## src/rtl/core/table_driven_expression_lexer_assert.svh

```systemverilog
// assertion macros shared by the lexer rtl
`ifndef TABLE_DRIVEN_EXPRESSION_LEXER_ASSERT_SVH
`define TABLE_DRIVEN_EXPRESSION_LEXER_ASSERT_SVH

// condition must hold in the same cycle as the trigger
`define TDEL_ASSERT_NOW(label, clk, rst, trig, cond, msg) \
  label: assert property (@(posedge clk) disable iff (rst) (trig) |-> (cond)) \
    else $error(msg);

// condition must hold in the cycle after the trigger
`define TDEL_ASSERT_NEXT(label, clk, rst, trig, cond, msg) \
  label: assert property (@(posedge clk) disable iff (rst) (trig) |=> (cond)) \
    else $error(msg);

`endif

```

## src/rtl/core/tdel_pkg.sv

```systemverilog
package tdel_pkg;

  // default counter widths
  localparam int OFFSET_BITS_DEF = 24;
  localparam int LINE_BITS_DEF   = 16;

  // token field widths on the output channel
  localparam int KIND_W   = 4;
  localparam int START_W  = 24;
  localparam int LENGTH_W = 16;
  localparam int LINE_W   = 16;

  // result queue, power of two deep
  localparam int FIFO_DEPTH = 4;
  localparam int PTR_W      = $clog2(FIFO_DEPTH);
  localparam int CNT_W      = $clog2(FIFO_DEPTH + 1);

  // byte classes
  typedef enum logic [3:0] {
    CL_SPACE, CL_NEWLINE, CL_DIGIT, CL_ZERO, CL_X, CL_HEX, CL_ALPHA, CL_DOT,
    CL_DQUOTE, CL_BSLASH, CL_SLASH, CL_OP, CL_LPAREN, CL_RPAREN, CL_NUL, CL_OTHER
  } cls_t;

  // scanner states
  typedef enum logic [3:0] {
    S_START, S_DEC, S_HEX, S_ZERO, S_FRAC, S_IDENT, S_STR, S_ESC, S_OPER, S_REMARK
  } lex_state_t;

  // token kinds
  typedef enum logic [KIND_W-1:0] {
    K_INT, K_FLOAT, K_IDENT, K_STRING, K_OP, K_OP2, K_LPAREN, K_RPAREN,
    K_COMMENT, K_END, K_ERROR
  } kind_t;

  // edge actions: advance, emit including byte, emit before byte, error
  typedef enum logic [1:0] {
    ACT_GO, ACT_EMIT, ACT_BACK, ACT_ERR
  } act_t;

  typedef struct packed {
    act_t       act;
    lex_state_t nxt;
    kind_t      kind;
  } edge_t;

  typedef struct packed {
    logic [KIND_W-1:0]   token_kind;
    logic [START_W-1:0]  token_start;
    logic [LENGTH_W-1:0] token_length;
    logic [LINE_W-1:0]   token_line;
    logic                last_of_run;
  } tok_t;

  // results of one byte handed to the queue
  typedef struct packed {
    logic [1:0] count;
    tok_t       first;
    tok_t       second;
  } tok_push_t;

  function automatic cls_t classify(logic [7:0] b);
    cls_t c;
    c = CL_OTHER;
    if (b inside {8'h20, 8'h09, 8'h0D})                       c = CL_SPACE;
    else if (b == 8'h0A)                                      c = CL_NEWLINE;
    else if (b == 8'h30)                                      c = CL_ZERO;
    else if (b inside {[8'h31:8'h39]})                        c = CL_DIGIT;
    else if (b inside {8'h78, 8'h58})                         c = CL_X;
    else if (b inside {[8'h61:8'h66], [8'h41:8'h46]})         c = CL_HEX;
    else if (b inside {[8'h61:8'h7A], [8'h41:8'h5A], 8'h5F})  c = CL_ALPHA;
    else if (b == 8'h2E)                                      c = CL_DOT;
    else if (b == 8'h22)                                      c = CL_DQUOTE;
    else if (b == 8'h5C)                                      c = CL_BSLASH;
    else if (b == 8'h2F)                                      c = CL_SLASH;
    // + - * = < > ! & | ^ % ~
    else if (b inside {8'h2B, 8'h2D, 8'h2A, 8'h3D, 8'h3C, 8'h3E,
                       8'h21, 8'h26, 8'h7C, 8'h5E, 8'h25, 8'h7E}) c = CL_OP;
    else if (b == 8'h28)                                      c = CL_LPAREN;
    else if (b == 8'h29)                                      c = CL_RPAREN;
    else if (b == 8'h00)                                      c = CL_NUL;
    return c;
  endfunction

  function automatic edge_t mk_go(lex_state_t nxt);
    return '{act: ACT_GO, nxt: nxt, kind: K_INT};
  endfunction

  function automatic edge_t mk_emit(kind_t k);
    return '{act: ACT_EMIT, nxt: S_START, kind: k};
  endfunction

  function automatic edge_t mk_back(kind_t k);
    return '{act: ACT_BACK, nxt: S_START, kind: k};
  endfunction

  function automatic edge_t mk_err();
    return '{act: ACT_ERR, nxt: S_START, kind: K_ERROR};
  endfunction

  // transition table
  function automatic edge_t lex_edge(lex_state_t st, cls_t c);
    edge_t e;
    e = mk_err();
    case (st)
      S_DEC: begin
        if (c inside {CL_DIGIT, CL_ZERO})   e = mk_go(S_DEC);
        else if (c == CL_DOT)               e = mk_go(S_FRAC);
        else if (c == CL_OTHER)             e = mk_err();
        else                                e = mk_back(K_INT);
      end
      S_HEX: begin
        if (c inside {CL_DIGIT, CL_ZERO, CL_HEX}) e = mk_go(S_HEX);
        else if (c == CL_OTHER)                   e = mk_err();
        else                                      e = mk_back(K_INT);
      end
      S_ZERO: begin
        if (c inside {CL_DIGIT, CL_ZERO})   e = mk_go(S_DEC);
        else if (c == CL_X)                 e = mk_go(S_HEX);
        else if (c == CL_DOT)               e = mk_go(S_FRAC);
        else if (c == CL_OTHER)             e = mk_err();
        else                                e = mk_back(K_INT);
      end
      S_FRAC: begin
        if (c inside {CL_DIGIT, CL_ZERO})   e = mk_go(S_FRAC);
        else if (c == CL_OTHER)             e = mk_err();
        else                                e = mk_back(K_FLOAT);
      end
      S_IDENT: begin
        if (c inside {CL_DIGIT, CL_ZERO, CL_X, CL_HEX, CL_ALPHA}) e = mk_go(S_IDENT);
        else if (c == CL_OTHER)                                   e = mk_err();
        else                                                      e = mk_back(K_IDENT);
      end
      S_STR: begin
        if (c == CL_DQUOTE)                 e = mk_emit(K_STRING);
        else if (c == CL_BSLASH)            e = mk_go(S_ESC);
        else if (c == CL_NUL)               e = mk_err();
        else                                e = mk_go(S_STR);
      end
      S_ESC: begin
        if (c == CL_NUL)                    e = mk_err();
        else                                e = mk_go(S_STR);
      end
      S_OPER: begin
        if (c == CL_SLASH)                  e = mk_go(S_REMARK);
        else if (c == CL_OP)                e = mk_emit(K_OP2);
        else                                e = mk_back(K_OP);
      end
      S_REMARK: begin
        if (c inside {CL_NEWLINE, CL_NUL})  e = mk_back(K_COMMENT);
        else                                e = mk_go(S_REMARK);
      end
      default: begin
        // start state, and any code that is not a state
        if (c inside {CL_SPACE, CL_NEWLINE})            e = mk_go(S_START);
        else if (c == CL_DIGIT)                         e = mk_go(S_DEC);
        else if (c == CL_ZERO)                          e = mk_go(S_ZERO);
        else if (c inside {CL_X, CL_HEX, CL_ALPHA})     e = mk_go(S_IDENT);
        else if (c == CL_DQUOTE)                        e = mk_go(S_STR);
        else if (c inside {CL_SLASH, CL_OP})            e = mk_go(S_OPER);
        else if (c == CL_LPAREN)                        e = mk_emit(K_LPAREN);
        else if (c == CL_RPAREN)                        e = mk_emit(K_RPAREN);
        else if (c == CL_NUL)                           e = mk_emit(K_END);
        else                                            e = mk_err();
      end
    endcase
    return e;
  endfunction

endpackage

```

## src/rtl/core/tdel_ifs.sv

```systemverilog
// source byte channel
interface tdel_char_if;
  logic       valid;
  logic       ready;
  logic [7:0] char_in;

  modport source (output valid, output char_in, input ready);
  modport sink (input valid, input char_in, output ready);
endinterface

// token channel
interface tdel_token_if;
  logic                          valid;
  logic                          ready;
  logic [tdel_pkg::KIND_W-1:0]   token_kind;
  logic [tdel_pkg::START_W-1:0]  token_start;
  logic [tdel_pkg::LENGTH_W-1:0] token_length;
  logic [tdel_pkg::LINE_W-1:0]   token_line;
  logic                          last_of_run;

  modport source (output valid, output token_kind, output token_start,
                  output token_length, output token_line, output last_of_run,
                  input ready);
  modport sink (input valid, input token_kind, input token_start,
                input token_length, input token_line, input last_of_run,
                output ready);
endinterface

```

## src/rtl/core/tdel_step.sv

```systemverilog
module tdel_step #(
  parameter int OFFSET_BITS = tdel_pkg::OFFSET_BITS_DEF,
  parameter int LINE_BITS   = tdel_pkg::LINE_BITS_DEF
) (
  input  logic                clk,
  input  logic                rst,
  input  logic                drop_comments,
  input  logic                room,
  tdel_char_if.sink           char_ch,
  output tdel_pkg::tok_push_t push
);

  localparam int START_W  = tdel_pkg::START_W;
  localparam int LENGTH_W = tdel_pkg::LENGTH_W;
  localparam int LINE_W   = tdel_pkg::LINE_W;

  logic       byte_valid;
  logic [7:0] byte_q;
  logic       advance;

  tdel_pkg::lex_state_t       lex_state, lex_state_next;
  logic [OFFSET_BITS-1:0]     byte_position, byte_position_next;
  logic [OFFSET_BITS-1:0]     start_offset, start_offset_next;
  logic [LENGTH_W-1:0]        length_count, length_count_next;
  logic [LINE_BITS-1:0]       line_count, line_count_next;
  logic [LINE_BITS-1:0]       start_line, start_line_next;

  tdel_pkg::cls_t       cls;
  tdel_pkg::edge_t      e_first, e_restart, e_final;
  tdel_pkg::lex_state_t from_state;
  tdel_pkg::kind_t      final_kind;
  logic                 is_back, fresh, touch, final_emit;
  logic                 keep_back, keep_final;
  logic [OFFSET_BITS-1:0] offset_f;
  logic [LENGTH_W-1:0]    length_f;
  logic [LINE_BITS-1:0]   line_f;
  tdel_pkg::tok_t         back_tok, final_tok;

  // input register
  assign advance      = byte_valid && room;
  assign char_ch.ready = !rst && (!byte_valid || advance);

  always_ff @(posedge clk) begin
    if (rst) begin
      byte_valid <= 1'b0;
    end else if (char_ch.ready) begin
      byte_valid <= char_ch.valid;
    end
    if (char_ch.valid && char_ch.ready) begin
      byte_q <= char_ch.char_in;
    end
  end

  // scanner state and counters
  always_ff @(posedge clk) begin
    if (rst) begin
      lex_state     <= tdel_pkg::S_START;
      byte_position <= '0;
      start_offset  <= '0;
      length_count  <= '0;
      line_count    <= LINE_BITS'(1);
      start_line    <= LINE_BITS'(1);
    end else begin
      lex_state     <= lex_state_next;
      byte_position <= byte_position_next;
      start_offset  <= start_offset_next;
      length_count  <= length_count_next;
      line_count    <= line_count_next;
      start_line    <= start_line_next;
    end
  end

  // table lookup; a closing byte is rerun from start in the same cycle
  always_comb begin
    cls        = tdel_pkg::classify(byte_q);
    e_first    = tdel_pkg::lex_edge(lex_state, cls);
    e_restart  = tdel_pkg::lex_edge(tdel_pkg::S_START, cls);
    is_back    = (e_first.act == tdel_pkg::ACT_BACK);
    from_state = is_back ? tdel_pkg::S_START : lex_state;
    e_final    = is_back ? e_restart : e_first;
    fresh      = (from_state == tdel_pkg::S_START);
    touch      = !(e_final.act == tdel_pkg::ACT_GO && fresh &&
                   e_final.nxt == tdel_pkg::S_START);

    // open a new lexeme or extend the current one
    offset_f = start_offset;
    line_f   = start_line;
    length_f = length_count;
    if (touch) begin
      if (fresh) begin
        offset_f = byte_position;
        line_f   = line_count;
        length_f = LENGTH_W'(1);
      end else if (length_count != '1) begin
        length_f = length_count + 1'b1;
      end
    end

    final_emit = (e_final.act == tdel_pkg::ACT_EMIT) ||
                 (e_final.act == tdel_pkg::ACT_ERR);
    final_kind = (e_final.act == tdel_pkg::ACT_ERR) ? tdel_pkg::K_ERROR : e_final.kind;

    keep_back  = is_back && !(e_first.kind == tdel_pkg::K_COMMENT && drop_comments);
    keep_final = final_emit && !(final_kind == tdel_pkg::K_COMMENT && drop_comments);

    // token closed before this byte uses the old lexeme
    back_tok.token_kind   = e_first.kind;
    back_tok.token_start  = START_W'(start_offset);
    back_tok.token_length = length_count;
    back_tok.token_line   = LINE_W'(start_line);
    back_tok.last_of_run  = !keep_final;

    final_tok.token_kind   = final_kind;
    final_tok.token_start  = START_W'(offset_f);
    final_tok.token_length = length_f;
    final_tok.token_line   = LINE_W'(line_f);
    final_tok.last_of_run  = 1'b1;

    // next state, committed only when the byte moves on
    lex_state_next     = lex_state;
    byte_position_next = byte_position;
    start_offset_next  = start_offset;
    length_count_next  = length_count;
    line_count_next    = line_count;
    start_line_next    = start_line;
    if (advance) begin
      lex_state_next    = (e_final.act == tdel_pkg::ACT_GO) ? e_final.nxt : tdel_pkg::S_START;
      start_offset_next = offset_f;
      length_count_next = length_f;
      start_line_next   = line_f;
      if (byte_position != '1) begin
        byte_position_next = byte_position + 1'b1;
      end
      if (cls == tdel_pkg::CL_NEWLINE && line_count != '1) begin
        line_count_next = line_count + 1'b1;
      end
    end

    // results to the queue
    push.count  = advance ? ({1'b0, keep_back} + {1'b0, keep_final}) : 2'd0;
    push.first  = keep_back ? back_tok : final_tok;
    push.second = final_tok;
  end

endmodule

```

## src/rtl/core/tdel_fifo.sv

```systemverilog
module tdel_fifo (
  input  logic                clk,
  input  logic                rst,
  input  tdel_pkg::tok_push_t push,
  output logic                room,
  tdel_token_if.source        token_ch
);

  localparam int PTR_W = tdel_pkg::PTR_W;
  localparam int CNT_W = tdel_pkg::CNT_W;

  tdel_pkg::tok_t   mem [tdel_pkg::FIFO_DEPTH];
  logic [PTR_W-1:0] wr_ptr;
  logic [PTR_W-1:0] rd_ptr;
  logic [CNT_W-1:0] count;
  logic             pop;
  tdel_pkg::tok_t   head;

  // room for a full pair of results
  assign room = (count <= CNT_W'(tdel_pkg::FIFO_DEPTH - 2));
  assign pop  = token_ch.valid && token_ch.ready;

  // pointers and fill level
  always_ff @(posedge clk) begin
    if (rst) begin
      wr_ptr <= '0;
      rd_ptr <= '0;
      count  <= '0;
    end else begin
      wr_ptr <= wr_ptr + PTR_W'(push.count);
      rd_ptr <= rd_ptr + PTR_W'(pop);
      count  <= count + CNT_W'(push.count) - CNT_W'(pop);
    end
  end

  // storage, up to two writes per cycle
  always_ff @(posedge clk) begin
    if (push.count != 2'd0) begin
      mem[wr_ptr] <= push.first;
    end
    if (push.count == 2'd2) begin
      mem[wr_ptr + PTR_W'(1)] <= push.second;
    end
  end

  // head of queue drives the channel
  assign head                  = mem[rd_ptr];
  assign token_ch.valid        = (count != '0);
  assign token_ch.token_kind   = head.token_kind;
  assign token_ch.token_start  = head.token_start;
  assign token_ch.token_length = head.token_length;
  assign token_ch.token_line   = head.token_line;
  assign token_ch.last_of_run  = head.last_of_run;

endmodule

```

## src/rtl/core/table_driven_expression_lexer.sv

```systemverilog
// Expression lexer taking one source byte per item (0 marks end of input) and
// giving tokens with kind, start offset, length and start line. It accepts one
// byte every cycle while the result queue has room: the byte lands in an input
// register, then a class lookup and a transition-table lookup, rerun from start
// for a byte that closes a token, with the counter updates, write up to two
// tokens into a 4-entry result queue, from which they appear on the output.
// The queue hands out one token per cycle while the sink is ready, and the
// input stalls while it has fewer than two free entries, so a stream whose
// bytes each give at most one token runs at one byte per cycle while the sink
// is ready. drop_comments may only change while no byte is in flight.
`include "table_driven_expression_lexer_assert.svh"

module table_driven_expression_lexer #(
  parameter int OFFSET_BITS = tdel_pkg::OFFSET_BITS_DEF,
  parameter int LINE_BITS   = tdel_pkg::LINE_BITS_DEF
) (
  input  logic         clk,
  input  logic         rst,
  input  logic         cfg_write,
  input  logic         cfg_data,
  tdel_char_if.sink    char_ch,
  tdel_token_if.source token_ch
);

  logic                drop_comments;
  logic                room;
  tdel_pkg::tok_push_t push;

  // configuration register
  always_ff @(posedge clk) begin
    if (rst) begin
      drop_comments <= 1'b0;
    end else if (cfg_write) begin
      drop_comments <= cfg_data;
    end
  end

  // scanner
  tdel_step #(
    .OFFSET_BITS (OFFSET_BITS),
    .LINE_BITS   (LINE_BITS)
  ) u_step (
    .clk           (clk),
    .rst           (rst),
    .drop_comments (drop_comments),
    .room          (room),
    .char_ch       (char_ch),
    .push          (push)
  );

  // result queue
  tdel_fifo u_fifo (
    .clk      (clk),
    .rst      (rst),
    .push     (push),
    .room     (room),
    .token_ch (token_ch)
  );

  // checks
  `TDEL_ASSERT_NOW(a_push_has_room, clk, rst, push.count != 2'd0, room, "push without room")
  `TDEL_ASSERT_NOW(a_pair_marks, clk, rst, push.count == 2'd2, !push.first.last_of_run && push.second.last_of_run, "bad last_of_run in pair")
  `TDEL_ASSERT_NEXT(a_push_shows, clk, rst, push.count != 2'd0, token_ch.valid, "pushed token not shown")

endmodule

```

## src/flat_wrapper.sv

```systemverilog
// flat-port wrapper written by rule: the top's interface ports become plain ports
module table_driven_expression_lexer_flat 
#(
  parameter int OFFSET_BITS = tdel_pkg::OFFSET_BITS_DEF,
  parameter int LINE_BITS   = tdel_pkg::LINE_BITS_DEF
)
  (clk, rst, cfg_write, cfg_data, char_ch_valid, char_ch_char_in, char_ch_ready, token_ch_valid, token_ch_token_kind, token_ch_token_start, token_ch_token_length, token_ch_token_line, token_ch_last_of_run, token_ch_ready);
  tdel_char_if char_ch_i ();
  tdel_token_if token_ch_i ();
  input  logic clk;
  input  logic rst;
  input  logic cfg_write;
  input  logic cfg_data;
  input wire logic [$bits(char_ch_i.valid)-1:0] char_ch_valid;
  input wire logic [$bits(char_ch_i.char_in)-1:0] char_ch_char_in;
  output wire logic [$bits(char_ch_i.ready)-1:0] char_ch_ready;
  output wire logic [$bits(token_ch_i.valid)-1:0] token_ch_valid;
  output wire logic [$bits(token_ch_i.token_kind)-1:0] token_ch_token_kind;
  output wire logic [$bits(token_ch_i.token_start)-1:0] token_ch_token_start;
  output wire logic [$bits(token_ch_i.token_length)-1:0] token_ch_token_length;
  output wire logic [$bits(token_ch_i.token_line)-1:0] token_ch_token_line;
  output wire logic [$bits(token_ch_i.last_of_run)-1:0] token_ch_last_of_run;
  input wire logic [$bits(token_ch_i.ready)-1:0] token_ch_ready;
  assign char_ch_i.valid = char_ch_valid;
  assign char_ch_i.char_in = char_ch_char_in;
  assign char_ch_ready = char_ch_i.ready;
  assign token_ch_valid = token_ch_i.valid;
  assign token_ch_token_kind = token_ch_i.token_kind;
  assign token_ch_token_start = token_ch_i.token_start;
  assign token_ch_token_length = token_ch_i.token_length;
  assign token_ch_token_line = token_ch_i.token_line;
  assign token_ch_last_of_run = token_ch_i.last_of_run;
  assign token_ch_i.ready = token_ch_ready;
  table_driven_expression_lexer #(.OFFSET_BITS(OFFSET_BITS), .LINE_BITS(LINE_BITS)) u_core (.clk(clk), .rst(rst), .cfg_write(cfg_write), .cfg_data(cfg_data), .char_ch(char_ch_i), .token_ch(token_ch_i));
endmodule
```

## config.mk

```make
export PLATFORM = sky130hd
export DESIGN_NAME = table_driven_expression_lexer_flat
export DESIGN_NICKNAME = d
export VERILOG_FILES = /design/src/rtl/core/tdel_pkg.sv /design/src/rtl/core/tdel_ifs.sv /design/src/rtl/core/tdel_step.sv /design/src/rtl/core/tdel_fifo.sv /design/src/rtl/core/table_driven_expression_lexer.sv /design/src/flat_wrapper.sv
export VERILOG_INCLUDE_DIRS = /design/src /design/src/rtl/core
export SDC_FILE = /design/constraint.sdc
export NUM_CORES = 1
export LEC_CHECK = 0
export BUFFER_PORTS_ARGS = -buffer_cell sky130_fd_sc_hd__buf_2
export CORE_MARGIN = 8
export CORE_UTILIZATION = 43
export CTS_CLUSTER_DIAMETER = 30
export CTS_CLUSTER_SIZE = 10
export DETAILED_ROUTE_END_ITERATION = 16
export PLACE_DENSITY_LB_ADDON = 0.2
export SLEW_MARGIN = 0
export SYNTH_ARGS = -nofsm -noshare
export SYNTH_HDL_FRONTEND = slang
export SYNTH_SLANG_ARGS = --single-unit
```

## constraint.sdc

```tcl
create_clock -name clk -period 7.95 [get_ports clk]
set_clock_uncertainty 0.1 [all_clocks]
set_input_delay 1.1925 -clock clk [delete_from_list [all_inputs] [get_ports clk]]
set_output_delay 1.1925 -clock clk [all_outputs]
set_load 0.01 [all_outputs]
```

### Word level (Yosys, flattened, before mapping)

Memory sizes are Yosys's and may differ from the RTL's. A register that Yosys moved wholly into a read port is not among the register bits.
Index checks and enable logic that the tools add are counted.

* register bits after elaboration: 117
* bits in writable memories: 244
* input port bits: 14
* output and inout port bits: 63
* word-level logic and storage cells: 193
* memories kept: 1

Memories
* u_core.u_fifo.mem: depth 4, bits a word 61, read ports 1, clocked after Yosys merged registers in 1, write ports 2, line tdel_fifo.sv:12 `tdel_pkg::tok_t mem [tdel_pkg::FIFO_DEPTH];`

* add/sub/neg operators: 9
* order comparisons: 9
* eq/ne operators: 59
* mux-type cells: 59
* reduce and logical (&&, ||, !) cells: 44

Operators with widths (count)
* 10-bit 2-to-1 mux: 23
* 8-bit by 6-bit equality test with 1-bit output (second input constant): 16
* 10-bit case mux with 9 select lines: 1
* 16-bit 2-to-1 mux: 5
* 61-bit 2-to-1 mux: 1
* 8-bit by 7-bit equality test with 1-bit output (second input constant): 7
* 4-bit equality test (second input constant): 12
* 24-bit 2-to-1 mux: 2
* 4-bit 2-to-1 mux: 11
* 16-bit by 1-bit adder with 16-bit output (second input constant): 2
* 4-bit by 3-bit equality test with 1-bit output (second input constant): 8
* 8-bit by 7-bit <= comparator with 1-bit output (second input constant): 4
* 16-bit inequality test (second input constant): 2
* 9-bit 2-to-1 mux: 3
* 24-bit by 1-bit adder with 24-bit output (second input constant): 1
* 8-bit by 4-bit equality test with 1-bit output (second input constant): 3
* 24-bit inequality test (second input constant): 1
* 4-bit by 2-bit equality test with 1-bit output (second input constant): 4
* 8-bit by 7-bit >= comparator with 1-bit output (second input constant): 2
* 1-bit logical AND: 16
* 3-bit nonzero test: 5
* 2-bit nonzero test: 7
* 4-bit zero test: 3
* 3-bit 2-to-1 mux: 4
* 21 further kinds: 37

### Longest topological paths before layout

* word-level depth: 40
* mapped depth: 24

### By module

A second synthesis with hierarchy kept.

* cells, all modules: 1594
* area, all modules: 20185.6 um^2

Modules (own cells, without submodules)
* tdel_fifo: times used 1, cells each 635, area an instance 12174.2 um^2, seq. area each 7467.2 um^2
* tdel_step: times used 1, cells each 956, area an instance 7977.7 um^2, seq. area each 2262.2 um^2
* table_driven_expression_lexer: times used 1, cells each 3, area an instance 33.8 um^2, seq. area each 20.0 um^2

### Worst setup path after synthesis

Ideal clock, no wire load.

* path type: flip-flop to flip-flop
* from: register u_core.u_step.byte_q[7]
* to: memory u_core.u_fifo.mem[2][4] (netlist bit) (data pin)
* arrival time: 6550 ps
* slack: 1169 ps
* cell stages (with the launch flop): 23
* path buffers: 6
* path through: edfxtp_1 -> or4b_1 -> buf_2 -> nor2_1 -> nor2_1 -> a41oi_1 -> o32ai_1 -> or4_1 -> buf_2 -> nor2_4 -> nand2_1 -> inv_1 -> clkbuf_1 -> ha_1 -> nand2_1 -> clkbuf_1 -> or3_1 -> clkbuf_1 -> nand2_1 -> o21ai_0 -> nor2_1 -> clkbuf_1 -> a22o_1

RTL lines
* from (decl): line tdel_step.sv:18 `logic [7:0] byte_q;`
* from (signal assigned): line tdel_step.sv:50 `byte_q <= char_ch.char_in;`
* to (decl): line tdel_fifo.sv:12

==> metrics.md <==
| Metric | Value |
|---|---|
| # DRC | `0` |
| Rows | `76` |
| Crit path max-delay cell type | `edfxtp_1` |
| Max Cap Viol | `0` |
| Final worst slack | `690 ps` |
| Flops & latches, synth | `361` |
| Crit. End Element | `flop` |
| Final TNS setup | `0 ps` |
| Reg2reg setup slack | `690 ps` |
| Mean Syn Cell Area | `10.8 sq um` |
| PD cells | `328 mW/mm^2` |
| Clock buffer count from CTS | `82` |
| Vias/cell | `6.19` |
| Routed Wire Length | `56400 um` |
| Largest area contributor in the synthesized netlist | `edfxtp_1` |
| Core box area | `0.0432 sq mm` |
| Detailed Route Iter0 Violations | `1445` |
| H-tree depth | `3` |
| Initial antenna violation count | `1` |
| Mapped Area | `0.0188 sq mm` |
| Wire per inst | `23.4 um` |
| Leak Pwr | `0.00701 uW` |
| Tmin final | `7260 ps` |
| Post-DP HPWL | `32100 um` |
| CP cell instances | `o21ai_0 > or3_1 > a22oi_4 > and4_1 > o32ai_1 > or4_1 > nor2_4 > nand2_1 > inv_1 > ha_1 > o21ai_0 > or3_1 > nand2_4 > o21ai_1 > buf_4 > nor2_4 > buf_4 > a22o_1` |
| Slew Limit Fails | `0` |
| GR Overflow Total | `0` |
| Port Buffers | `76` |
| Layout area overhead | `19.0%` |
| Asr flop ratio synth | `0%` |
| CTS Buffer Depth | `3` |
| Largest stage delay, worst path | `780 ps` |
| Share of cells above drive strength 1 | `19.3%` |
| DR vias | `14900` |
| WP buf/inv | `3` |
| Critical path class | `flop to flop` |
| Register area share after synthesis | `51.6%` |
| Vias in the first global route | `14800` |
| Placed cells | `2257` |
| Hold WC Path Type | `flop to flop` |
| Clock sink count | `361` |
| Top-Level Pins | `77` |
| Max VDD drop | `0.000227 V` |
| Fill count | `3834` |
| 1st-pass router iterations | `7` |
| Crit path max fanout | `40` |
| CP arrival | `7500 ps` |
| Worst-margin pin slew | `1170 ps` |
| Top-count cell post-synth | `edfxtp_1` |
| Mapped Cells | `1739` |
| Die Y | `225 um` |
| Status | `finished clean` |
| Synthesis Warnings | `0` |
| CTS Hold Buffers Added | `0` |
| Highest clock rate | `0.138 GHz` |
| Fin crit share | `91.3%` |
| Non-Filler Instances | `2411` |
| CP top delay family | `simple AND/OR/NAND/NOR gates` |
| Gr usage total | `21.9%` |
| Relative slew slack | `22.0%` |
| Number of synthesized flops with an enable pin | `248` |
| RePlAce Congestion | `0.909` |
| Synth Flop Type | `edfxtp_1` |
| Die X | `225 um` |
| RSZ-0062 raised after global routing | `no` |
| Placement Setup Slack | `727 ps` |
| Post-CTS resize count | `0` |
| Worst Path Required | `8190 ps` |
| Starting Density | `43.6%` |
| Clk_lat worst skew | `610 ps` |
| First-pass GRT wire length | `87200 um` |
| # nets final | `1780` |
| Area contributors post-synth | `edfxtp_1 (40%), dfxtp_1 (12%), mux4_2 (7.3%)` |
| # setup viols final | `0` |
| Antenna diode count | `0` |
| Full die area | `0.0507 sq mm` |
| Top cells by count, synth | `edfxtp_1 (248), nand2_1 (166), a22o_1 (135)` |
| Root Buffer | `clkbuf_16` |
| Top cell type's share of synthesized area | `39.6%` |
| Post-DRT Antenna Nets | `0` |
| Post-CTS setup buffers | `0` |
| Netlist cell types | `85` |
| Largest net degree at the start of global routing | `98` |
| Post-Syn Nets | `1763` |
| CTS tree | `yes` |
| Clock-pin slew on the worst setup and hold paths | `50 ps` |
| Hold Fails Final Rpt | `0` |
| Startpoint types | `flop` |
-- layer usage --
metal | up-vias | wire, um | track usage [%]
li1 | 6773 | - | -
met1 | 7371 | 24400 | 28.9
met2 | 631 | 26600 | 35.2
met3 | 138 | 3870 | 4.70
met4 | 0 | 1530 | 8.45
met5 | - | 0 | 0
-- worst register-to-register path, stage by stage, from the launching register on --
cell and delay (ps):
edfxtp_1 780, o21ai_0 350, or3_1 490, a22oi_4 300
and4_1 280, o32ai_1 130, or4_1 640, nor2_4 260
nand2_1 360, inv_1 560, ha_1 400, o21ai_0 490
or3_1 380, nand2_4 70, o21ai_1 400, buf_4 300
nor2_4 40, buf_4 360, a22o_1 350
-- through the flow --
| stage | util (%) | hold slack, ps | power [uW] | area [sq um] |
|---|---|---|---|---|
| after floorplan | - | 331 | 3350 | 18800 |
| after global placement | 45.3 | 341 | 3950 | 19500 |
| after detailed placement | 45.3 | 351 | 3970 | 19500 |
| after CTS | 51.9 | 361 | 7390 | 22400 |
| after global routing | 51.9 | 381 | 7610 | 22400 |
| final | 51.9 | 361 | 7350 | 22400 |
-- report_power, final --
part,switching (uW),internal [uW]
clock network,1150,2260
logic,1110,540
registers,121,2160
-- layout make-up --
type	count	area, sq um	share of cell area, %
Tap cell	585	732	3.27
Clock buffer	91	2110	9.41
Timing Repair Buffer	104	606	2.71
Multi-Input combinational cell	1161	8320	37.2
Inverter	46	173	0.771
Clock inverter	63	733	3.28
Sequential cell	361	9720	43.4
-- registers in the layout, summed over array words and instances, names as in the netlist, 4 cells and up --
signal	cells
u_core.u_step.lex_state	4
u_core.u_step.start_line	16
u_core.u_step.start_offset	24
u_core.u_step.length_count	16
u_core.u_step.byte_q	8
u_core.u_step.line_count	16
u_core.u_step.byte_position	24
u_core.u_fifo.mem	244
-- path summary, 6_finish.rpt --
path | start | end | cells after the start
worst max-delay path | u_core.u_step.byte_q[3]$_DFFE_PP_ | u_core.u_fifo.mem[0][13]$_DFFE_PP_ | 18
worst min-delay path | u_core.u_fifo.mem[3][0]$_SDFFE_PP1P_ | u_core.u_fifo.mem[3][0]$_SDFFE_PP1P_ | 1
worst max register to register | u_core.u_step.byte_q[3]$_DFFE_PP_ | u_core.u_fifo.mem[0][13]$_DFFE_PP_ | 18
worst min register to register | u_core.u_fifo.mem[3][0]$_SDFFE_PP1P_ | u_core.u_fifo.mem[3][0]$_SDFFE_PP1P_ | 1
-- cell families (layout without fill, tap and decap cells) --
kind of cell,after synthesis,count (layout),share of synthesized area (%)
and+or+nand+nor,540,540,14.1
muxes,65,65,7.51
adders and majority gates,10,10,0.705
AOI/OAI and AO/OA,503,503,19.3
DFF,361,361,51.6
xor gates and xnor gates,43,43,2.00
buffers and inverters,217,304,4.77
-- placed cells by master (no fill, tap or decap), types with 10 or more instances in the layout --
cell type	Yosys	layout
edfxtp_1	248	248
nand2_1	166	162
a22o_1	135	135
dfxtp_1	113	111
nor2_1	105	100
o21ai_0	88	86
nand3_1	86	86
clkbuf_16	0	82
a21oi_1	76	76
buf_2	46	75
mux4_2	61	61
inv_1	46	45
xnor2_1	41	41
nor3_1	32	31
o221ai_1	29	29
buf_4	5	28
o22ai_1	26	25
or3_1	20	20
nand2b_1	19	19
nand4_1	17	17
nor4_1	16	16
a31oi_1	14	14
o211ai_1	14	14
and2_1	13	13
o21ai_1	12	13
clkinv_4	0	13
and3_1	12	12
clkinvlp_4	0	11
nor2b_1	10	10
a211oi_1	10	10
bufinv_16	0	10
No activity file was read; power rests on OpenSTA's default activity.
